[config.mk]
export PLATFORM = sky130hd
export DESIGN_NAME = aes_cbc_rk_ram
export DESIGN_NICKNAME = d
export VERILOG_FILES = /design/src/hdl/aes_cbc_pkg.sv /design/src/hdl/aes_cbc_rk_ram.sv
export SDC_FILE = /design/constraint.sdc
export NUM_CORES = 2
export LEC_CHECK = 0
export BUFFER_PORTS_ARGS = -buffer_cell sky130_fd_sc_hd__buf_2
export CAP_MARGIN = 15
export CELL_PAD_IN_SITES_DETAIL_PLACEMENT = 2
export CELL_PAD_IN_SITES_GLOBAL_PLACEMENT = 2
export CORE_MARGIN = 3
export CORE_UTILIZATION = 40
export DETAILED_ROUTE_END_ITERATION = 8
export GPL_TIMING_DRIVEN = 0
export PLACE_DENSITY = 0.66
export SETUP_SLACK_MARGIN = 0.2
export SLEW_MARGIN = 20
export SYNTH_ARGS = -nofsm -noshare
export SYNTH_HDL_FRONTEND = slang
export SYNTH_SLANG_ARGS = --single-unit
[constraint.sdc]
create_clock -name clk_i -period 4.1 [get_ports clk_i]
set_input_delay 0.82 -clock clk_i [delete_from_list [all_inputs] [get_ports clk_i]]
set_output_delay 0.82 -clock clk_i [all_outputs]
set_load 0.01 [all_outputs]
[src/hdl/aes_cbc_pkg.sv]
`timescale 1ns / 1ps
// ----------------------------------------------------------------------------
// aes cbc package
// shared types, constants and byte functions for the aes-256 cbc block
// ----------------------------------------------------------------------------
package aes_cbc_pkg;

  localparam int unsigned Rounds     = 14;
  localparam int unsigned KeyWords   = 8;
  localparam int unsigned SchedWords = 4 * (Rounds + 1);
  localparam int unsigned RkAw       = $clog2(SchedWords);
  localparam int unsigned RndW       = $clog2(Rounds + 1);

  typedef enum logic [2:0] {
    CfgKey0    = 3'd0,
    CfgKey1    = 3'd1,
    CfgKey2    = 3'd2,
    CfgKey3    = 3'd3,
    CfgIvHigh  = 3'd4,
    CfgIvLow   = 3'd5,
    CfgDecrypt = 3'd6
  } cfg_idx_e;

  typedef struct packed {
    logic [63:0] block_high;
    logic [63:0] block_low;
    logic        new_message;
  } in_item_t;

  typedef struct packed {
    logic [63:0] out_high;
    logic [63:0] out_low;
  } out_item_t;

  typedef struct packed {
    logic [2:0]  index;
    logic [63:0] data;
  } cfg_wr_t;

  // request from the key expander to the round key memory
  typedef struct packed {
    logic            we;
    logic [RkAw-1:0] addr;
    logic [31:0]     data;
  } rk_wr_t;

  function automatic logic [7:0] sbox(input logic [7:0] x);
    logic [7:0] t [256];
    t = '{
      8'h63,8'h7c,8'h77,8'h7b,8'hf2,8'h6b,8'h6f,8'hc5,8'h30,8'h01,8'h67,8'h2b,8'hfe,8'hd7,8'hab,8'h76,
      8'hca,8'h82,8'hc9,8'h7d,8'hfa,8'h59,8'h47,8'hf0,8'had,8'hd4,8'ha2,8'haf,8'h9c,8'ha4,8'h72,8'hc0,
      8'hb7,8'hfd,8'h93,8'h26,8'h36,8'h3f,8'hf7,8'hcc,8'h34,8'ha5,8'he5,8'hf1,8'h71,8'hd8,8'h31,8'h15,
      8'h04,8'hc7,8'h23,8'hc3,8'h18,8'h96,8'h05,8'h9a,8'h07,8'h12,8'h80,8'he2,8'heb,8'h27,8'hb2,8'h75,
      8'h09,8'h83,8'h2c,8'h1a,8'h1b,8'h6e,8'h5a,8'ha0,8'h52,8'h3b,8'hd6,8'hb3,8'h29,8'he3,8'h2f,8'h84,
      8'h53,8'hd1,8'h00,8'hed,8'h20,8'hfc,8'hb1,8'h5b,8'h6a,8'hcb,8'hbe,8'h39,8'h4a,8'h4c,8'h58,8'hcf,
      8'hd0,8'hef,8'haa,8'hfb,8'h43,8'h4d,8'h33,8'h85,8'h45,8'hf9,8'h02,8'h7f,8'h50,8'h3c,8'h9f,8'ha8,
      8'h51,8'ha3,8'h40,8'h8f,8'h92,8'h9d,8'h38,8'hf5,8'hbc,8'hb6,8'hda,8'h21,8'h10,8'hff,8'hf3,8'hd2,
      8'hcd,8'h0c,8'h13,8'hec,8'h5f,8'h97,8'h44,8'h17,8'hc4,8'ha7,8'h7e,8'h3d,8'h64,8'h5d,8'h19,8'h73,
      8'h60,8'h81,8'h4f,8'hdc,8'h22,8'h2a,8'h90,8'h88,8'h46,8'hee,8'hb8,8'h14,8'hde,8'h5e,8'h0b,8'hdb,
      8'he0,8'h32,8'h3a,8'h0a,8'h49,8'h06,8'h24,8'h5c,8'hc2,8'hd3,8'hac,8'h62,8'h91,8'h95,8'he4,8'h79,
      8'he7,8'hc8,8'h37,8'h6d,8'h8d,8'hd5,8'h4e,8'ha9,8'h6c,8'h56,8'hf4,8'hea,8'h65,8'h7a,8'hae,8'h08,
      8'hba,8'h78,8'h25,8'h2e,8'h1c,8'ha6,8'hb4,8'hc6,8'he8,8'hdd,8'h74,8'h1f,8'h4b,8'hbd,8'h8b,8'h8a,
      8'h70,8'h3e,8'hb5,8'h66,8'h48,8'h03,8'hf6,8'h0e,8'h61,8'h35,8'h57,8'hb9,8'h86,8'hc1,8'h1d,8'h9e,
      8'he1,8'hf8,8'h98,8'h11,8'h69,8'hd9,8'h8e,8'h94,8'h9b,8'h1e,8'h87,8'he9,8'hce,8'h55,8'h28,8'hdf,
      8'h8c,8'ha1,8'h89,8'h0d,8'hbf,8'he6,8'h42,8'h68,8'h41,8'h99,8'h2d,8'h0f,8'hb0,8'h54,8'hbb,8'h16};
    return t[x];
  endfunction

  function automatic logic [7:0] inv_sbox(input logic [7:0] x);
    logic [7:0] t [256];
    t = '{
      8'h52,8'h09,8'h6a,8'hd5,8'h30,8'h36,8'ha5,8'h38,8'hbf,8'h40,8'ha3,8'h9e,8'h81,8'hf3,8'hd7,8'hfb,
      8'h7c,8'he3,8'h39,8'h82,8'h9b,8'h2f,8'hff,8'h87,8'h34,8'h8e,8'h43,8'h44,8'hc4,8'hde,8'he9,8'hcb,
      8'h54,8'h7b,8'h94,8'h32,8'ha6,8'hc2,8'h23,8'h3d,8'hee,8'h4c,8'h95,8'h0b,8'h42,8'hfa,8'hc3,8'h4e,
      8'h08,8'h2e,8'ha1,8'h66,8'h28,8'hd9,8'h24,8'hb2,8'h76,8'h5b,8'ha2,8'h49,8'h6d,8'h8b,8'hd1,8'h25,
      8'h72,8'hf8,8'hf6,8'h64,8'h86,8'h68,8'h98,8'h16,8'hd4,8'ha4,8'h5c,8'hcc,8'h5d,8'h65,8'hb6,8'h92,
      8'h6c,8'h70,8'h48,8'h50,8'hfd,8'hed,8'hb9,8'hda,8'h5e,8'h15,8'h46,8'h57,8'ha7,8'h8d,8'h9d,8'h84,
      8'h90,8'hd8,8'hab,8'h00,8'h8c,8'hbc,8'hd3,8'h0a,8'hf7,8'he4,8'h58,8'h05,8'hb8,8'hb3,8'h45,8'h06,
      8'hd0,8'h2c,8'h1e,8'h8f,8'hca,8'h3f,8'h0f,8'h02,8'hc1,8'haf,8'hbd,8'h03,8'h01,8'h13,8'h8a,8'h6b,
      8'h3a,8'h91,8'h11,8'h41,8'h4f,8'h67,8'hdc,8'hea,8'h97,8'hf2,8'hcf,8'hce,8'hf0,8'hb4,8'he6,8'h73,
      8'h96,8'hac,8'h74,8'h22,8'he7,8'had,8'h35,8'h85,8'he2,8'hf9,8'h37,8'he8,8'h1c,8'h75,8'hdf,8'h6e,
      8'h47,8'hf1,8'h1a,8'h71,8'h1d,8'h29,8'hc5,8'h89,8'h6f,8'hb7,8'h62,8'h0e,8'haa,8'h18,8'hbe,8'h1b,
      8'hfc,8'h56,8'h3e,8'h4b,8'hc6,8'hd2,8'h79,8'h20,8'h9a,8'hdb,8'hc0,8'hfe,8'h78,8'hcd,8'h5a,8'hf4,
      8'h1f,8'hdd,8'ha8,8'h33,8'h88,8'h07,8'hc7,8'h31,8'hb1,8'h12,8'h10,8'h59,8'h27,8'h80,8'hec,8'h5f,
      8'h60,8'h51,8'h7f,8'ha9,8'h19,8'hb5,8'h4a,8'h0d,8'h2d,8'he5,8'h7a,8'h9f,8'h93,8'hc9,8'h9c,8'hef,
      8'ha0,8'he0,8'h3b,8'h4d,8'hae,8'h2a,8'hf5,8'hb0,8'hc8,8'heb,8'hbb,8'h3c,8'h83,8'h53,8'h99,8'h61,
      8'h17,8'h2b,8'h04,8'h7e,8'hba,8'h77,8'hd6,8'h26,8'he1,8'h69,8'h14,8'h63,8'h55,8'h21,8'h0c,8'h7d};
    return t[x];
  endfunction

  function automatic logic [7:0] xtime(input logic [7:0] x);
    return {x[6:0], 1'b0} ^ (x[7] ? 8'h1b : 8'h00);
  endfunction

  function automatic logic [31:0] sub_word(input logic [31:0] w);
    return {sbox(w[31:24]), sbox(w[23:16]), sbox(w[15:8]), sbox(w[7:0])};
  endfunction

endpackage

[src/hdl/aes_cbc_rk_ram.sv]
`timescale 1ns / 1ps
// ----------------------------------------------------------------------------
// aes cbc round key memory
// 60 x 32 synchronous ram, one write and one registered read per cycle
// ----------------------------------------------------------------------------
module aes_cbc_rk_ram (
  input  logic                          clk_i,
  input  aes_cbc_pkg::rk_wr_t           wr_i,
  input  logic [aes_cbc_pkg::RkAw-1:0]  rd_addr_i,
  output logic [31:0]                   rd_data_o
);

  logic [31:0] mem [aes_cbc_pkg::SchedWords];

  always_ff @(posedge clk_i) begin
    if (wr_i.we) begin
      mem[wr_i.addr] <= wr_i.data;
    end
    rd_data_o <= mem[rd_addr_i];
  end

endmodule

; ---- Word level (Yosys, flattened, before mapping)
; Memories as Yosys holds them, arrays and structs flattened. A register that Yosys moved wholly into a read port is not among the register bits.
; Index checks and enable logic that the tools add are counted.
[word_totals]
reg_bits = 0
ramBits = 1920
in_bits = 46
memories = 1
[memory_table]
columns = memory, words, width, rd, rd_ports_with_merged_regs, write_ports, line
row1 = mem, 60, 32, 1, 1, 1, aes_cbc_rk_ram.sv:13  ; logic [31:0] mem [aes_cbc_pkg::SchedWords];
[classes]
muxes = 2
[op_table]
columns = cell, count
row1 = two-way mux 1 bit, 2

; ---- Longest topological paths before layout
[logic_depth]
depth_word = 2
mapped_depth = 10
depth_no_buf = 5

; ---- Worst setup path after synthesis
; No wires, ideal clock.
[synth_timing]
path_type = input port to flip-flop
from = in wr_i[36] in the netlist's numbering
to = mem mem[32][0], enable pin
setup_time_ns = 0.461
arrival_time_ns = 3.498
t_required_ns = 3.639
path_slack_ns = 0.141
path_stages = 4
cell_sequence = clkbuf_1 > nor2_1 > nand4b_1 > nor3_1
[synth_rtl]
columns = element, line
row1 = from (decl), aes_cbc_rk_ram.sv:8  ; input aes_cbc_pkg::rk_wr_t wr_i,
row2 = to (decl), aes_cbc_rk_ram.sv:13
; No word-level cell before the write port.

==> results.md <==
- Status: finished, final reports clean
- Clock Sinks: about 2.0k
- Max_slew headroom: 0.2289
- DRT antenna net count: 0
- PwrDens: about 500 nW/um^2
- Dpl ws: -0.5677 ns
- Die ar.: about 190000 sq um
- CTS resizes: 0
- Final Hold Viols: 0
- Cells after Synth: about 3.3k
- Crit path kind: input pin to flip-flop
- Antenna violations before repair: 11
- DRC: 0
- Crit-path slowest cell: buf_1
- Initial core utilization: 0.4027
- Compound-cell area share of the yosys netlist: 0.03603
- M2 GR Usage: 0.4360
- Seq pwr share: 0.520
- Area occupied by multi-input gates: ~15000 sq um
- H-tree Lvls: 4
- Rows: around 160
- Vias per cell: 6.127
- Mux cell area share after synthesis: 0.1458
- First-pass GRT wire length: 349100 um
- Worst vdd ir: roughly 400 uV
- Worst path top cell family by delay: buffers and inverters
- P&R area growth vs syn: 17.80%
- Fmax: 0.2809 GHz
- RSZ-0062 raised after global routing: false
- Post-Synth Adder-Cell Area: 0
- Period utilization: 0.8683
- Root buffer cell: clkbuf_16
- Critical path peak fanout: 10
- Clk_skew: 0.02914 ns
- Ys Warns: 0
- Post-DR wirelength/cell: a little under 40 um
- Pleak: 27.08 nW
- Crit path buf inv count: 4
- Switching share of power: 0.2224
- Fin crit period: about 3.6 ns
- Placer Congestion: ~0.8
- Fin worst setup slack: between 0.5 and 0.6 ns
- HPWL after DPL: between 150000 and 200000 um
- Final Slew Violations: 0
- WP data required: 4.75 ns
- Min-delay worst type: input pin to flip-flop
- Psw: around 9.5 mW
- Met3 usage: 0.04278
- Critical Path End Type: flip-flop
- I/O pin cnt: slightly below 80
- P_int: about 33 mW
- Core footprint: approximately 180000 sq um
- Yosys cell types: 38
- Finish-stage setup viols: 0
- Commonest cells after routing, fill and taps aside: 1920 x edfxtp_1, 461 x mux4_2, 201 x clkbuf_16, 134 x clkbuf_1, 109 x a22oi_1
- Vias in the first global route: 41.38k
- Iteration-0 DRC Markers: between 5k and 6k
- Max incr delay on CP: around 0.89 ns
- CP dominant cell by count: buf_2
- Logic pwr share: 0.055
- Commonest non-fill, non-tap cell in the layout: edfxtp_1
- CTS Hold Bufs: 0
- Mapped Area: 73800 sq um
- Clk buf depth: 3
- Cells along the critical path: buf_2 > buf_4 > buf_2 > buf_1 > mux4_2 > a22oi_1 > nand2_1 > a21oi_1 > o211ai_1
- Pre-antenna DRT Iters: 6
- Number of filler cells placed in the layout: approximately 16k
- Xor/xnor share of the synthesized area: 0
- Gr usage total: 0.2637
- Seq. cell area: 58300 sq um
- Final setup TNS: 0 ns
- CTS clk-pin slew, worst paths: roughly 0.060 ns
- GRT Max-Usage Layer: met2
- Chip height: roughly 440 um
- Final #Nets: about 3.7k
- Port bufs: 69
- Total number of vias: 38.49k
- Crit path arrival time: approximately 4.2 ns
- GR Layer Usage met1: 0.3490
- Postcts setup bufs: 0
- Post-synthesis simple-gate area fraction: 0.01446
- Syn_nets: 3310
- CTS tree: yes
- Mean Syn Cell Area: about 23 sq um
- Largest family of logic cells by synthesized area: multiplexers
- Seq/Total Area, Yosys: 0.7899
- Max Cap Viol: 0
- Final WL: roughly 250000 um
- Flops & latches, synth: between 1.5k and 2k
- Clk pwr share: 0.425
- Cts bufs inserted: about 200
- Grt ovf: 0
- Layout cell share with drive strength beyond 1: 0.2844
- Pin count of the biggest net entering global routing: between 60 and 70
- Clk Latency, worst-skew pair: 0.84 ns
- Setup crit start kind: input pin
- Least-Margin Pin Slew: around 1.2 ns
- Die width: 435.5 um
-- registers in the layout (all words and copies together), names as in the netlist --
signal / cells
rd_data_o: 32
mem: 1920
-- path summary, 6_finish.rpt --
path	from	to	slack (ns)	cells past startpoint
setup reg to reg	mem[20][2]	rd_data_o[2]	1.59	5
hold / removal	wr_i[15]	mem[6][15]	0.52	2
hold reg to reg	mem[38][7]	rd_data_o[7]	0.90	4
setup / recovery	rd_addr_i[1]	rd_data_o[26]	0.54	9
-- worst reg2reg max path: stages (launching register included) --
cell and delay (ns):
edfxtp_1 0.36, mux2i_1 0.08, a221oi_1 0.59, o21ai_0 0.31, a31oi_1 0.79, and3_1 0.30
-- per-layer routing --
| metal | routed length [um] | vias to the layer above |
|---|---|---|
| met5 | 13 | - |
| met4 | 11650 | 2 |
| li1 | - | 14740 |
| met1 | 96670 | 21260 |
| met3 | 17860 | 464 |
| met2 | 123700 | 2021 |
-- power by group through the flow --
stage	Clock, mW	Sequential, mW	Combinational [mW]
2_1_floorplan	0	22.6	1.06
3_3_place_gp	0	22.6	2.12
3_5_place_dp	0	22.6	2.30
4_1_cts	18.3	22.2	2.33
5_1_grt	19.1	22.1	2.43
6_report	18.1	22.1	2.32
-- kinds of logic after synthesis --
| kind of cell | after synthesis |
|---|---|
| AO/OA/AOI/OAI | 384 |
| flip-flops | 1952 |
| buffers and inverters | 192 |
| multiplexers | 499 |
| AND/OR/NAND/NOR | 237 |
-- cell usage after synthesis (all sizes together) --
cell       n  area, sq um
edfxtp  1920        57660
mux4     461        10380
a22oi    109        818.3
buf       98        665.6
clkbuf    91        341.6
nor2      86        322.8
o21ai     83        415.4
nand2     62        232.7
a21oi     45        225.2
nand3     43        215.2
mux2i     38        380.4
dfxtp     32        640.6
o211ai    32        240.2
a22o      26        227.7
a221oi    19        166.4
a31oi     19        118.9
and3      19        118.9
o211a     19        190.2
o21a      19        142.6
a31o      13        113.9
nor2b      8        50.05
and2       4        25.02
inv        3        11.26
nand2b     3        18.77
nand3b     3        22.52
nand4      2        12.51
nor3       2        10.01
or3b       2        17.52
nand4b     1        8.760
or2        1        6.260
or3        1        6.260
-- stage by stage --
| stage | utilization | hold slack, ns | instance area, sq um | power (mW) | instances |
|---|---|---|---|---|---|
| floorplan | - | 0.7699 | 73810 | 23.62 | 3264 |
| global placement | 0.4214 | 0.8421 | 77240 | 24.68 | 5797 |
| detailed placement | 0.4393 | 0.8726 | 80500 | 24.88 | 5915 |
| CTS | 0.4738 | 0.4948 | 86840 | 42.81 | 6275 |
| global route | 0.4743 | 0.5147 | 86930 | 43.69 | 6277 |
| finish | 0.4744 | 0.5201 | 86940 | 42.57 | 6281 |
-- area by class of cell --
| cell class | count | share of cell area |
|---|---|---|
| flip-flops and latches | 1952 | 0.6705 |
| multi-input cells | 1120 | 0.1720 |
| clock buffers | 259 | 0.06151 |
| repair buffers | 188 | 0.03722 |
| well taps | 2464 | 0.03546 |
| plain buffers | 189 | 0.01167 |
| clock inverters | 101 | 0.01137 |
| diodes | 5 | 0.0001439 |
| inverters | 3 | 0.0001295 |
No activity file was read; power rests on OpenSTA's default activity.
