--- config.mk ---
export PLATFORM = sky130hd
export DESIGN_NAME = aes_cbc_key_exp
export DESIGN_NICKNAME = d
export VERILOG_FILES = /design/src/hdl/aes_cbc_pkg.sv /design/src/hdl/aes_cbc_key_exp.sv
export SDC_FILE = /design/constraint.sdc
export NUM_CORES = 1
export LEC_CHECK = 0
export ABC_CLOCK_PERIOD_IN_PS = 7800
export BUFFER_PORTS_ARGS = -buffer_cell sky130_fd_sc_hd__buf_2
export CAP_MARGIN = 20
export CELL_PAD_IN_SITES_DETAIL_PLACEMENT = 1
export CELL_PAD_IN_SITES_GLOBAL_PLACEMENT = 1
export CORE_MARGIN = 3
export CORE_UTILIZATION = 42
export CTS_CLUSTER_SIZE = 28
export DETAILED_ROUTE_END_ITERATION = 10
export PLACE_DENSITY_LB_ADDON = 0.1
export REMOVE_ABC_BUFFERS = 1
export SLEW_MARGIN = 10
export SYNTH_ARGS = -nofsm -noshare
export SYNTH_HDL_FRONTEND = slang
export SYNTH_SLANG_ARGS = --single-unit
export TNS_END_PERCENT = 1
--- constraint.sdc ---
create_clock -name clk_i -period 7.8 [get_ports clk_i]
set_input_delay 0.39 -clock clk_i [delete_from_list [all_inputs] [get_ports clk_i]]
set_output_delay 0.39 -clock clk_i [all_outputs]
set_load 0.03 [all_outputs]
--- src/hdl/aes_cbc_pkg.sv ---
`timescale 1ns / 1ps
// ----------------------------------------------------------------------------
// aes cbc package
// shared types, constants and byte functions for the aes-256 cbc block
// ----------------------------------------------------------------------------
package aes_cbc_pkg;

  localparam int unsigned Rounds     = 14;
  localparam int unsigned KeyWords   = 8;
  localparam int unsigned SchedWords = 4 * (Rounds + 1);
  localparam int unsigned RkAw       = $clog2(SchedWords);
  localparam int unsigned RndW       = $clog2(Rounds + 1);

  typedef enum logic [2:0] {
    CfgKey0    = 3'd0,
    CfgKey1    = 3'd1,
    CfgKey2    = 3'd2,
    CfgKey3    = 3'd3,
    CfgIvHigh  = 3'd4,
    CfgIvLow   = 3'd5,
    CfgDecrypt = 3'd6
  } cfg_idx_e;

  typedef struct packed {
    logic [63:0] block_high;
    logic [63:0] block_low;
    logic        new_message;
  } in_item_t;

  typedef struct packed {
    logic [63:0] out_high;
    logic [63:0] out_low;
  } out_item_t;

  typedef struct packed {
    logic [2:0]  index;
    logic [63:0] data;
  } cfg_wr_t;

  // request from the key expander to the round key memory
  typedef struct packed {
    logic            we;
    logic [RkAw-1:0] addr;
    logic [31:0]     data;
  } rk_wr_t;

  function automatic logic [7:0] sbox(input logic [7:0] x);
    logic [7:0] t [256];
    t = '{
      8'h63,8'h7c,8'h77,8'h7b,8'hf2,8'h6b,8'h6f,8'hc5,8'h30,8'h01,8'h67,8'h2b,8'hfe,8'hd7,8'hab,8'h76,
      8'hca,8'h82,8'hc9,8'h7d,8'hfa,8'h59,8'h47,8'hf0,8'had,8'hd4,8'ha2,8'haf,8'h9c,8'ha4,8'h72,8'hc0,
      8'hb7,8'hfd,8'h93,8'h26,8'h36,8'h3f,8'hf7,8'hcc,8'h34,8'ha5,8'he5,8'hf1,8'h71,8'hd8,8'h31,8'h15,
      8'h04,8'hc7,8'h23,8'hc3,8'h18,8'h96,8'h05,8'h9a,8'h07,8'h12,8'h80,8'he2,8'heb,8'h27,8'hb2,8'h75,
      8'h09,8'h83,8'h2c,8'h1a,8'h1b,8'h6e,8'h5a,8'ha0,8'h52,8'h3b,8'hd6,8'hb3,8'h29,8'he3,8'h2f,8'h84,
      8'h53,8'hd1,8'h00,8'hed,8'h20,8'hfc,8'hb1,8'h5b,8'h6a,8'hcb,8'hbe,8'h39,8'h4a,8'h4c,8'h58,8'hcf,
      8'hd0,8'hef,8'haa,8'hfb,8'h43,8'h4d,8'h33,8'h85,8'h45,8'hf9,8'h02,8'h7f,8'h50,8'h3c,8'h9f,8'ha8,
      8'h51,8'ha3,8'h40,8'h8f,8'h92,8'h9d,8'h38,8'hf5,8'hbc,8'hb6,8'hda,8'h21,8'h10,8'hff,8'hf3,8'hd2,
      8'hcd,8'h0c,8'h13,8'hec,8'h5f,8'h97,8'h44,8'h17,8'hc4,8'ha7,8'h7e,8'h3d,8'h64,8'h5d,8'h19,8'h73,
      8'h60,8'h81,8'h4f,8'hdc,8'h22,8'h2a,8'h90,8'h88,8'h46,8'hee,8'hb8,8'h14,8'hde,8'h5e,8'h0b,8'hdb,
      8'he0,8'h32,8'h3a,8'h0a,8'h49,8'h06,8'h24,8'h5c,8'hc2,8'hd3,8'hac,8'h62,8'h91,8'h95,8'he4,8'h79,
      8'he7,8'hc8,8'h37,8'h6d,8'h8d,8'hd5,8'h4e,8'ha9,8'h6c,8'h56,8'hf4,8'hea,8'h65,8'h7a,8'hae,8'h08,
      8'hba,8'h78,8'h25,8'h2e,8'h1c,8'ha6,8'hb4,8'hc6,8'he8,8'hdd,8'h74,8'h1f,8'h4b,8'hbd,8'h8b,8'h8a,
      8'h70,8'h3e,8'hb5,8'h66,8'h48,8'h03,8'hf6,8'h0e,8'h61,8'h35,8'h57,8'hb9,8'h86,8'hc1,8'h1d,8'h9e,
      8'he1,8'hf8,8'h98,8'h11,8'h69,8'hd9,8'h8e,8'h94,8'h9b,8'h1e,8'h87,8'he9,8'hce,8'h55,8'h28,8'hdf,
      8'h8c,8'ha1,8'h89,8'h0d,8'hbf,8'he6,8'h42,8'h68,8'h41,8'h99,8'h2d,8'h0f,8'hb0,8'h54,8'hbb,8'h16};
    return t[x];
  endfunction

  function automatic logic [7:0] inv_sbox(input logic [7:0] x);
    logic [7:0] t [256];
    t = '{
      8'h52,8'h09,8'h6a,8'hd5,8'h30,8'h36,8'ha5,8'h38,8'hbf,8'h40,8'ha3,8'h9e,8'h81,8'hf3,8'hd7,8'hfb,
      8'h7c,8'he3,8'h39,8'h82,8'h9b,8'h2f,8'hff,8'h87,8'h34,8'h8e,8'h43,8'h44,8'hc4,8'hde,8'he9,8'hcb,
      8'h54,8'h7b,8'h94,8'h32,8'ha6,8'hc2,8'h23,8'h3d,8'hee,8'h4c,8'h95,8'h0b,8'h42,8'hfa,8'hc3,8'h4e,
      8'h08,8'h2e,8'ha1,8'h66,8'h28,8'hd9,8'h24,8'hb2,8'h76,8'h5b,8'ha2,8'h49,8'h6d,8'h8b,8'hd1,8'h25,
      8'h72,8'hf8,8'hf6,8'h64,8'h86,8'h68,8'h98,8'h16,8'hd4,8'ha4,8'h5c,8'hcc,8'h5d,8'h65,8'hb6,8'h92,
      8'h6c,8'h70,8'h48,8'h50,8'hfd,8'hed,8'hb9,8'hda,8'h5e,8'h15,8'h46,8'h57,8'ha7,8'h8d,8'h9d,8'h84,
      8'h90,8'hd8,8'hab,8'h00,8'h8c,8'hbc,8'hd3,8'h0a,8'hf7,8'he4,8'h58,8'h05,8'hb8,8'hb3,8'h45,8'h06,
      8'hd0,8'h2c,8'h1e,8'h8f,8'hca,8'h3f,8'h0f,8'h02,8'hc1,8'haf,8'hbd,8'h03,8'h01,8'h13,8'h8a,8'h6b,
      8'h3a,8'h91,8'h11,8'h41,8'h4f,8'h67,8'hdc,8'hea,8'h97,8'hf2,8'hcf,8'hce,8'hf0,8'hb4,8'he6,8'h73,
      8'h96,8'hac,8'h74,8'h22,8'he7,8'had,8'h35,8'h85,8'he2,8'hf9,8'h37,8'he8,8'h1c,8'h75,8'hdf,8'h6e,
      8'h47,8'hf1,8'h1a,8'h71,8'h1d,8'h29,8'hc5,8'h89,8'h6f,8'hb7,8'h62,8'h0e,8'haa,8'h18,8'hbe,8'h1b,
      8'hfc,8'h56,8'h3e,8'h4b,8'hc6,8'hd2,8'h79,8'h20,8'h9a,8'hdb,8'hc0,8'hfe,8'h78,8'hcd,8'h5a,8'hf4,
      8'h1f,8'hdd,8'ha8,8'h33,8'h88,8'h07,8'hc7,8'h31,8'hb1,8'h12,8'h10,8'h59,8'h27,8'h80,8'hec,8'h5f,
      8'h60,8'h51,8'h7f,8'ha9,8'h19,8'hb5,8'h4a,8'h0d,8'h2d,8'he5,8'h7a,8'h9f,8'h93,8'hc9,8'h9c,8'hef,
      8'ha0,8'he0,8'h3b,8'h4d,8'hae,8'h2a,8'hf5,8'hb0,8'hc8,8'heb,8'hbb,8'h3c,8'h83,8'h53,8'h99,8'h61,
      8'h17,8'h2b,8'h04,8'h7e,8'hba,8'h77,8'hd6,8'h26,8'he1,8'h69,8'h14,8'h63,8'h55,8'h21,8'h0c,8'h7d};
    return t[x];
  endfunction

  function automatic logic [7:0] xtime(input logic [7:0] x);
    return {x[6:0], 1'b0} ^ (x[7] ? 8'h1b : 8'h00);
  endfunction

  function automatic logic [31:0] sub_word(input logic [31:0] w);
    return {sbox(w[31:24]), sbox(w[23:16]), sbox(w[15:8]), sbox(w[7:0])};
  endfunction

endpackage

--- src/hdl/aes_cbc_key_exp.sv ---
`timescale 1ns / 1ps
// ----------------------------------------------------------------------------
// aes cbc key expander
// writes the 60-word schedule, one word per cycle, keeping the last
// eight words in a sliding window
// ----------------------------------------------------------------------------
module aes_cbc_key_exp (
  input  logic                 clk_i,
  input  logic                 rst_ni,
  input  logic                 start_i,
  input  logic [255:0]         key_i,
  output logic                 busy_o,
  output aes_cbc_pkg::rk_wr_t  wr_o
);

  logic [aes_cbc_pkg::RkAw-1:0] idx_q, idx_d;
  logic                         busy_q, busy_d;
  logic [31:0]                  win_q [8];
  logic [31:0]                  win_d [8];
  logic [7:0]                   rc_q, rc_d;
  logic [31:0]                  t, w_new;

  always_comb begin
    t = win_q[7];
    if (idx_q[2:0] == 3'd0) begin
      t = aes_cbc_pkg::sub_word({t[23:0], t[31:24]}) ^ {rc_q, 24'h0};
    end else if (idx_q[2:0] == 3'd4) begin
      t = aes_cbc_pkg::sub_word(t);
    end
    if (idx_q < aes_cbc_pkg::RkAw'(aes_cbc_pkg::KeyWords)) begin
      w_new = key_i[255 - 32 * idx_q[2:0] -: 32];
    end else begin
      w_new = win_q[0] ^ t;
    end
  end

  always_comb begin
    busy_d = busy_q;
    idx_d  = idx_q;
    rc_d   = rc_q;
    win_d  = win_q;
    if (start_i && !busy_q) begin
      busy_d = 1'b1;
      idx_d  = '0;
      rc_d   = 8'h01;
    end else if (busy_q) begin
      for (int i = 0; i < 7; i++) begin
        win_d[i] = win_q[i + 1];
      end
      win_d[7] = w_new;
      if (idx_q >= aes_cbc_pkg::RkAw'(aes_cbc_pkg::KeyWords) && idx_q[2:0] == 3'd0) begin
        rc_d = aes_cbc_pkg::xtime(rc_q);
      end
      if (idx_q == aes_cbc_pkg::RkAw'(aes_cbc_pkg::SchedWords - 1)) begin
        busy_d = 1'b0;
      end else begin
        idx_d = idx_q + 1'b1;
      end
    end
  end

  always_ff @(posedge clk_i or negedge rst_ni) begin
    if (!rst_ni) begin
      busy_q <= 1'b0;
      idx_q  <= '0;
      rc_q   <= 8'h01;
    end else begin
      busy_q <= busy_d;
      idx_q  <= idx_d;
      rc_q   <= rc_d;
    end
  end

  always_ff @(posedge clk_i) begin
    win_q <= win_d;
  end

  assign busy_o    = busy_q;
  assign wr_o.we   = busy_q;
  assign wr_o.addr = idx_q;
  assign wr_o.data = w_new;

endmodule

Word-level counts from Yosys, hierarchy flattened
Memories as Yosys holds them, arrays and structs flattened.
Index checks and enable logic that the tools add are counted.

operators by class
  add/subtract/negate cells = 2
  order comparisons = 6
  eq/ne operators = 3
  shift operators = 1
  multiplexer cells = 21
  bitwise gates (word level) = 8
  reduce and logical (&&, ||, !) cells = 9

operator list
  cell                                                                                  count
  287-bit by 33-bit variable part select with 32-bit output                             1
  32-bit two-way mux                                                                    3
  8-bit two-way mux                                                                     11
  32-bit XOR                                                                            2
  9-bit greater-or-equal comparator (second input constant)                             4
  8-bit NOT with 9-bit output                                                           4
  6-bit two-way mux                                                                     3
  8-bit by 8-bit subtractor with 9-bit output (first input constant)                    1
  8-bit by 5-bit XOR with 8-bit output                                                  1
  6-bit by 1-bit adder with 6-bit output (second input constant)                        1
  6-bit equality test (second input constant)                                           1
  6-bit by 4-bit greater-or-equal comparator with 1-bit output (second input constant)  1
  6-bit by 4-bit < comparator with 1-bit output (second input constant)                 1
  2-bit AND reduction                                                                   3
  5-bit two-way mux                                                                     1
  2-bit nonzero test                                                                    2
  3-bit equality test (second input constant)                                           1
  3-bit logical NOT                                                                     1
  1-bit two-way mux                                                                     3
  1-bit logical AND                                                                     2
  2-bit != test (second input constant)                                                 1
  1-bit logical NOT                                                                     1
  1-bit NOT                                                                             1

storage, ports and cells
  register bits = 271
  ROM bits = 8192
  bits of input ports = 259
  memories = 4

memory list
  name              depth  bits a word  read ports  clocked after memory_dff  write ports  RTL line           RTL
  (name not given)  256    8            1           0                         0            aes_cbc_pkg.sv:66  return t[x];
  (name not given)  256    8            1           0                         0            aes_cbc_pkg.sv:66
  (name not given)  256    8            1           0                         0            aes_cbc_pkg.sv:66
  (name not given)  256    8            1           0                         0            aes_cbc_pkg.sv:66

Depth between registers and ports, before layout
Gate-level depths: netlist (run 1).

  depth after elaboration = 8
  gate-level depth with buffers = 16
  depth with buffers taken out = 11

Worst setup path after synthesis (run 1)
Ideal clock, no wire load.

  path type = register to register
  start point = reg busy_q, in the netlist busy_o
  end point = reg win_q[0] (netlist bit) (enable)
  library setup time = 0.712 ns
  arrival = 7.576 ns
  required time = 7.088 ns
  path slack = -0.488 ns
  cell stages (with the launch flop) = 2
  buffers on the path = 1
  cells stage by stage = dfrtp_1 > clkbuf_1

on the way
  word-level cells in the longest chain between the ends = 4

ends and longest elaborated chain
  item                               RTL line               RTL
  from (decl)                        aes_cbc_key_exp.sv:17  logic busy_q, busy_d;
  from (signal assigned)             aes_cbc_key_exp.sv:68  busy_q <= busy_d;
  1-bit logical NOT                  aes_cbc_key_exp.sv:42  if (start_i && !busy_q) begin
  1-bit logical AND                  aes_cbc_key_exp.sv:42
  1-bit NOT (no line)                --
  2-bit AND reduction (no line) (*)  --
  to (signal assigned)               aes_cbc_key_exp.sv:75  win_q <= win_d;
  to (decl)                          aes_cbc_key_exp.sv:18  logic [31:0] win_q [8];

Mark *: on every way between the ends. The rest lies on a longest branch, timed or not.
A chain may end at the register's enable or synchronous reset.

==> impl_metrics.json, run 1 <==
{
  "synthCells": 2840,
  "worst_slack_ps": 1680,
  "grt_overflow_total": 0,
  "pin_count": 299,
  "hold_viol": 0,
  "cts_num_sinks": 271,
  "rsz0062_at_grt": "false",
  "cts_root_buffer": "clkbuf_16",
  "drv_slew": 0,
  "critPathLaunchType": "flip-flop",
  "dp_cells": 3661,
  "first_global_vias": 25800,
  "grt_pass1_wl_mm": 173,
  "status": "complete, no violations",
  "max-slew-margin-rel_pct": 20.0,
  "fmax_mhz": 163,
  "syn-mean-instance-area_um2": 8.84,
  "hold_path.class": "in2reg",
  "place_hpwl_mm": 81.7,
  "post_cts_resized": 0,
  "routed_wl_mm": 117,
  "holdPathEnd": "idx_q[5]$_DFFE_PN0P_",
  "fp.dieH_um": 251,
  "insertion_delay_ps": 600,
  "grt_usage_pct": 35.9,
  "final_core_util_pct": 46.9,
  "hold_depth": 3,
  "drtAntennaViolNets": 0,
  "wl_per_cell_um": 31.5,
  "port_buffers": 298,
  "worstRegToRegCells": 11,
  "drt_iter0_drc": 3762,
  "reg2reg_slack_ps": 2700,
  "wl_met2_mm": 51.0,
  "criticalPathCategory": "reg2out",
  "required_ps": 7410,
  "instances_no_fill": 3722,
  "areaGrowthSynthToFinish_pct": 10.4,
  "cp.arrival_ps": 5730,
  "min_from": "start_i",
  "start_util_pct": 42.5,
  "period_share_pct": 78.5,
  "grt_max_degree": 136,
  "worst_slew_pin_slew_ps": 1180,
  "path_clk_slew_ps": 60,
  "core_um2": 59100,
  "htreeDepth": 1,
  "synth.ff_latch_count": 271,
  "dr.pass1.iters": 6,
  "final_cell_mix": "buf_2, nand2_1, edfxtp_1",
  "gp_congestion": 1.01,
  "synthArstFlopShare_pct": 5.54,
  "drc": 0,
  "vias_per_cell": 7.11,
  "worstPathCellList": "buf_4 > inv_1 > ha_1 > buf_4 > nand2b_1 > a31oi_1 > mux4_2 > a221oi_1 > mux2i_1 > xor2_1 > a31oi_1 > buf_2",
  "antenna_found_initial": 4,
  "fin_nets": 3244,
  "dp_slack_ps": 2410,
  "synth.area.top_cells": "edfxtp_1, mux4_2, a21oi_1, nand2_1, o21ai_0",
  "fp-row-count": 89,
  "synth_top_area_share_pct": 30.6,
  "ys.flop_type": "edfxtp_1",
  "r2r_start": "win_q[1]$_DFFE_PP_",
  "crit_path_top_delay_cell": "a221oi_1",
  "cts_tree": "done",
  "r2r-end": "win_q[5]$_DFFE_PP_",
  "maxCapViolCount": 0,
  "top_layer": "met5",
  "die_width_um": 251,
  "ys_types": 95,
  "cts_buffers": 31,
  "vias": 26500,
  "synth_edf_count": 256,
  "crit_fanout": 32,
  "yosys_warnings": 0,
  "drive_above_1_share_pct": 19.5,
  "final_common_cell": "buf_2",
  "die_area_um2": 62800,
  "crit_path_end_kind": "primary output",
  "synthesis.area_um2": 25100,
  "skew_ps": 13.1,
  "post-synth-top-area-cell": "edfxtp_1",
  "min_period_ps": 6120,
  "slowest_delay_ps": 900,
  "yosysSeqAreaShare_pct": 32.1,
  "wl_met3_mm": 12.3,
  "setup_violations": 0,
  "wirelength_met1_mm": 48.6,
  "clock_path_buffers": 3
}
## kinds of logic (layout without fill, tap and decap cells)
kind of cell / after synthesis / after routing / share of synthesized area, %
compound gates: 952 / 952 / 26.2
simple gates: 1007 / 1007 / 20.2
flops: 271 / 271 / 32.1
buf+inv: 357 / 464 / 6.33
other cells: 0 / 2 / 0
fa+ha+maj: 62 / 62 / 3.09
xor+xnor: 47 / 47 / 1.64
mux: 144 / 144 / 10.4
## worst max path at each step
stage                       startpoint  cells past startpoint  slack [ps]                  end
global placement    win_q[1]$_DFFE_PP_                     14        2400              wr_o[6]
detailed placement  win_q[1]$_DFFE_PP_                     14        2410              wr_o[6]
global route        win_q[1]$_DFFE_PP_                     14        1420              wr_o[6]
floorplan             busy_o$_DFF_PN0_                      3        -490  rc_q[1]$_DFFE_PN0P_
CTS                 win_q[1]$_DFFE_PP_                     14        1730              wr_o[6]
finish              win_q[1]$_DFFE_PP_                     12        1680              wr_o[5]
## routing by layer
metal  global-route usage, %  up-vias
li1                        -    11200
met1                    50.8    13200
met2                    53.9     1722
met3                    7.30      319
met4                    14.3        2
met5                       0        -
## metrics by stage
stage                     instance area [µm²]  setup TNS [ps]  hold slack (ps)
after floorplan                         23700           -4460             94.4
after global placement                  26700               0              325
after detailed placement                26700               0              337
after CTS                               27700               0              149
after global routing                    27700               0              165
final                                   27700               0              173
## final cells by class
class                           count  area (µm²)
Antenna cell                        2        5.00
Clock buffer                       37         798
Clock inverter                     20         230
Fill cell                        6884       31400
Inverter                           44         165
Multi-Input combinational cell   2212       15500
Sequential cell                   271        8080
Tap cell                          773         967
Timing Repair Buffer              363        2010
## state kept, by name, indices dropped and copies added (netlist names)
signal	cells
win_q	256
rc_q	8
idx_q	6
busy_o	1
## cell usage after synthesis, types with 36 or more instances
library cell / number
nor3_1: 74
a31oi_1: 63
o21ai_0: 165
nand2_1: 263
nand3_1: 111
buf_2: 108
mux2i_1: 36
a311oi_1: 41
o211ai_1: 46
and3_1: 38
nor2b_1: 77
edfxtp_1: 256
nand2b_1: 108
ha_1: 62
a21oi_1: 206
clkbuf_1: 155
mux4_2: 91
a211oi_1: 62
nor2_1: 167
## timing repair
item,in CTS,in global routing
hold endpoints to repair,14,0
hold buffers,1,0
setup buffers,0,0
## critical path: cells and delay by family, from the launching register on
| family | cells | cell delay [ps] |
|---|---|---|
| flip-flops | 1 | 330 |
| buffers and inverters | 4 | 1260 |
| XOR/XNOR | 1 | 210 |
| multiplexers | 2 | 740 |
| AND/OR/NAND/NOR | 1 | 510 |
| adder cells (fa/ha/maj) | 1 | 470 |
| AO/OA/AOI/OAI | 3 | 1560 |
Power of run 1 is left out: the tool's default activity adds up to more than one toggle a clock period on the data nets, which glitch-free logic cannot reach.
==> run 2: changes to the inputs <==
--- a/config.mk
+++ b/config.mk
@@ -5,13 +5,14 @@
 export SDC_FILE = /design/constraint.sdc
 export NUM_CORES = 1
 export LEC_CHECK = 0
-export ABC_CLOCK_PERIOD_IN_PS = 7800
+export ABC_AREA = 1
+export ABC_CLOCK_PERIOD_IN_PS = 5050
 export BUFFER_PORTS_ARGS = -buffer_cell sky130_fd_sc_hd__buf_2
 export CAP_MARGIN = 20
 export CELL_PAD_IN_SITES_DETAIL_PLACEMENT = 1
 export CELL_PAD_IN_SITES_GLOBAL_PLACEMENT = 1
 export CORE_MARGIN = 3
-export CORE_UTILIZATION = 42
+export CORE_UTILIZATION = 39
 export CTS_CLUSTER_SIZE = 28
 export DETAILED_ROUTE_END_ITERATION = 10
 export PLACE_DENSITY_LB_ADDON = 0.1
==> constraint.sdc (replaced) <==
create_clock -name clk_i -period 5.05 [get_ports clk_i]
set_input_delay 0.2525 -clock clk_i [delete_from_list [all_inputs] [get_ports clk_i]]
set_output_delay 0.2525 -clock clk_i [all_outputs]
set_load 0.03 [all_outputs]
==> run 2 against run 1 <==
Against the previous run: register-to-register slack got worse by 1500 ps; sequential share of layout area rose by 1.2 points; clock skew rose by 11 ps; sequential cell count did not move; final area fell by 4.0%; final cell count rose by 21%; clock-buffer cell count rose by 7; critical path depth rose by 3; global-route usage rose by 0.82 points; worst hold slack got worse by 14 ps; first-iteration DRC count fell by 8.2%; non-clock buffer count rose by 10.
==> impl_metrics.json, run 2 <==
{
  "status": "complete, no violations",
  "cts_tree": "done",
  "core_um2": 59600,
  "vias": 28700,
  "die_width_um": 252,
  "vias_per_cell": 6.39,
  "ys_types": 38,
  "clock_path_buffers": 3,
  "top_usage_layer": "met2",
  "min_period_ps": 4630,
  "hold_path.class": "in2reg",
  "cpLargestDelayFamily": "simple AND/OR/NAND/NOR gates",
  "fin_nets": 4011,
  "crit_path_top_delay_cell": "edfxtp_1",
  "grtUsageMet1_pct": 49.5,
  "setup_violations": 0,
  "path_clk_slew_ps": 60,
  "top_regs": "win_q: 256 flops, rc_q: 8 flops, idx_q: 6 flops",
  "drv_slew": 0,
  "hold_depth": 4,
  "largest_register": "win_q",
  "antenna_cells": 0,
  "synth_mux_area_share_pct": 0,
  "criticalPathCategory": "reg2out",
  "post-synth-top-area-cell": "edfxtp_1",
  "post-cts-setup-buffer-count": 0,
  "holdPathEnd": "idx_q[2]$_DFFE_PN0P_",
  "grt_overflow_total": 0,
  "synth_top_family_by_area": "simple AND/OR/NAND/NOR gates",
  "synthesis.area_um2": 23700,
  "crit_path_end_kind": "primary output",
  "synth_edf_count": 256,
  "synth.area.top_cells": "edfxtp_1, nand3_1, nand2_1, nor2_1, o21ai_0",
  "synthAdderAreaFrac_pct": 3.27,
  "grt_use_met3_pct": 6.31,
  "cts_root_buffer": "clkbuf_16",
  "largest_reg_flops": 256,
  "timing.setup.tns_ps": 0,
  "maxCapViolCount": 0,
  "post_cts_resized": 0,
  "skew_ps": 24.4,
  "synth.ff_latch_count": 271,
  "synth_common_cells": "nand2_1, nand3_1, nor2_1",
  "cts_buffers": 34,
  "yosysSeqAreaShare_pct": 34.0,
  "drc": 0,
  "synthCells": 3537,
  "period_share_pct": 91.7,
  "yosys_warnings": 0,
  "grt_usage_pct": 36.7,
  "synth_xor_area_share_pct": 0.111,
  "required_ps": 4800,
  "synth_top_area_share_pct": 32.4,
  "min_from": "start_i",
  "final_common_cell": "nand2_1",
  "reg2reg_slack_ps": 1220,
  "slowest_delay_ps": 660,
  "r2r-end": "win_q[19]$_DFFE_PP_",
  "max-slew-margin-rel_pct": 20.2,
  "synth-compound-area-share_pct": 12.1,
  "die_area_um2": 63700,
  "rsz0062_at_grt": "false",
  "hold_viol": 0,
  "dr.pass1.iters": 5,
  "drive_above_1_share_pct": 14.1,
  "worst_slew_pin_slew_ps": 1180,
  "synthArstFlopShare_pct": 5.54,
  "pin_count": 299,
  "wl_per_cell_um": 27.0,
  "insertion_delay_ps": 550,
  "htreeDepth": 2,
  "drtAntennaViolNets": 0,
  "grt.met2_usage_pct": 57.1,
  "fmax_mhz": 216,
  "fp-row-count": 89,
  "cts_num_sinks": 271,
  "synth_most_common_cell": "nand2_1",
  "start_util_pct": 39.8,
  "worstPathCellList": "inv_1 > ha_1 > nand2_1 > nand2_1 > nor2_1 > nand3b_1 > nand3_1 > nand3_1 > nand3_1 > nand3_1 > nand3_1 > nand2_1 > nand3_1 > nand2_1 > buf_2",
  "grt_max_degree": 121,
  "hold_buffers": 1,
  "worstRegToRegCells": 13,
  "critical_path.most_common_cell": "nand3_1",
  "routed_wl_mm": 121,
  "drt_iter0_drc": 3452,
  "fp.dieH_um": 252,
  "antenna_found_initial": 4,
  "r2r_start": "win_q[9]$_DFFE_PP_",
  "grt_pass1_wl_mm": 179,
  "areaGrowthSynthToFinish_pct": 12.3,
  "critPathLaunchType": "flip-flop",
  "crit_fanout": 15,
  "synthSimpleGateAreaFrac_pct": 42.0,
  "port_buffers": 298,
  "ys.flop_type": "edfxtp_1",
  "first_global_vias": 28400,
  "syn-mean-instance-area_um2": 6.70,
  "crit_buf_inv": 2,
  "place_hpwl_mm": 87.4,
  "final_cell_mix": "nand2_1, nand3_1, buf_2",
  "gp_congestion": 1.05,
  "cp.arrival_ps": 4380
}
[run 2: cell count changes after synthesis, sizes merged, moves of 41 or more]
cell / delta
mux4: -91
nand2b: -108
nor2b: -79
nand2: +705
o21ai: +60
nor3: -73
a21oi: -89
a31oi: -58
inv: +142
clkbuf: -53
a311oi: -41
nand3: +817
a211oi: -62
nor2: +152
[run 2: metal layers]
metal  vias to the layer above  routed length, µm
li1                      12500                  -
met1                     14000              49500
met2                      1714              53700
met3                       388              11500
met4                         6               6550
met5                         -                 45
[run 2: how the worst max path moves through the flow]
stage | startpoint | end | cells past startpoint
4_1_cts | win_q[9]$_DFFE_PP_ | wr_o[19] | 15
2_1_floorplan | busy_o$_DFF_PN0_ | rc_q[4]$_DFFE_PN0P_ | 4
3_5_place_dp | win_q[9]$_DFFE_PP_ | wr_o[19] | 15
3_3_place_gp | win_q[9]$_DFFE_PP_ | wr_o[16] | 17
6_report | win_q[9]$_DFFE_PP_ | wr_o[19] | 15
5_1_grt | win_q[9]$_DFFE_PP_ | wr_o[23] | 16
[run 2: logic make-up (layout without fill, tap and decap cells)]
kind of cell	after synthesis	after routing
simple gates	2263	2263
compound gates	494	494
buf+inv	444	622
flops	271	271
fa+ha+maj	62	62
xor+xnor	3	3
[run 2: worst min-delay path: stages]
cell and delay [ps]:
buf_2 90, nand2_1 150, o21ai_0 120, a21oi_1 50
[run 2: through the flow]
| stage | area [µm²] | instances | worst slack [ps] | utilization, % | hold slack (ps) |
|---|---|---|---|---|---|
| finish | 26600 | 4488 | 418 | 44.7 | 159 |
| floorplan | 22400 | 3281 | -2840 | - | -43.1 |
| global placement | 25400 | 4426 | 1100 | 42.7 | 210 |
| detailed placement | 25400 | 4426 | 1080 | 42.7 | 229 |
| global route | 26600 | 4488 | 140 | 44.7 | 176 |
| CTS | 26600 | 4488 | 476 | 44.7 | 135 |
[run 2: area by class of cell]
class | count | area (µm²)
repair buffers | 373 | 2080
clock buffers | 44 | 910
clock inverters | 17 | 254
inverters | 188 | 726
multi-input cells | 2822 | 13600
well taps | 773 | 967
flip-flops and latches | 271 | 8070
fillers | 7789 | 33000
Power of run 2 is left out for the same reason.
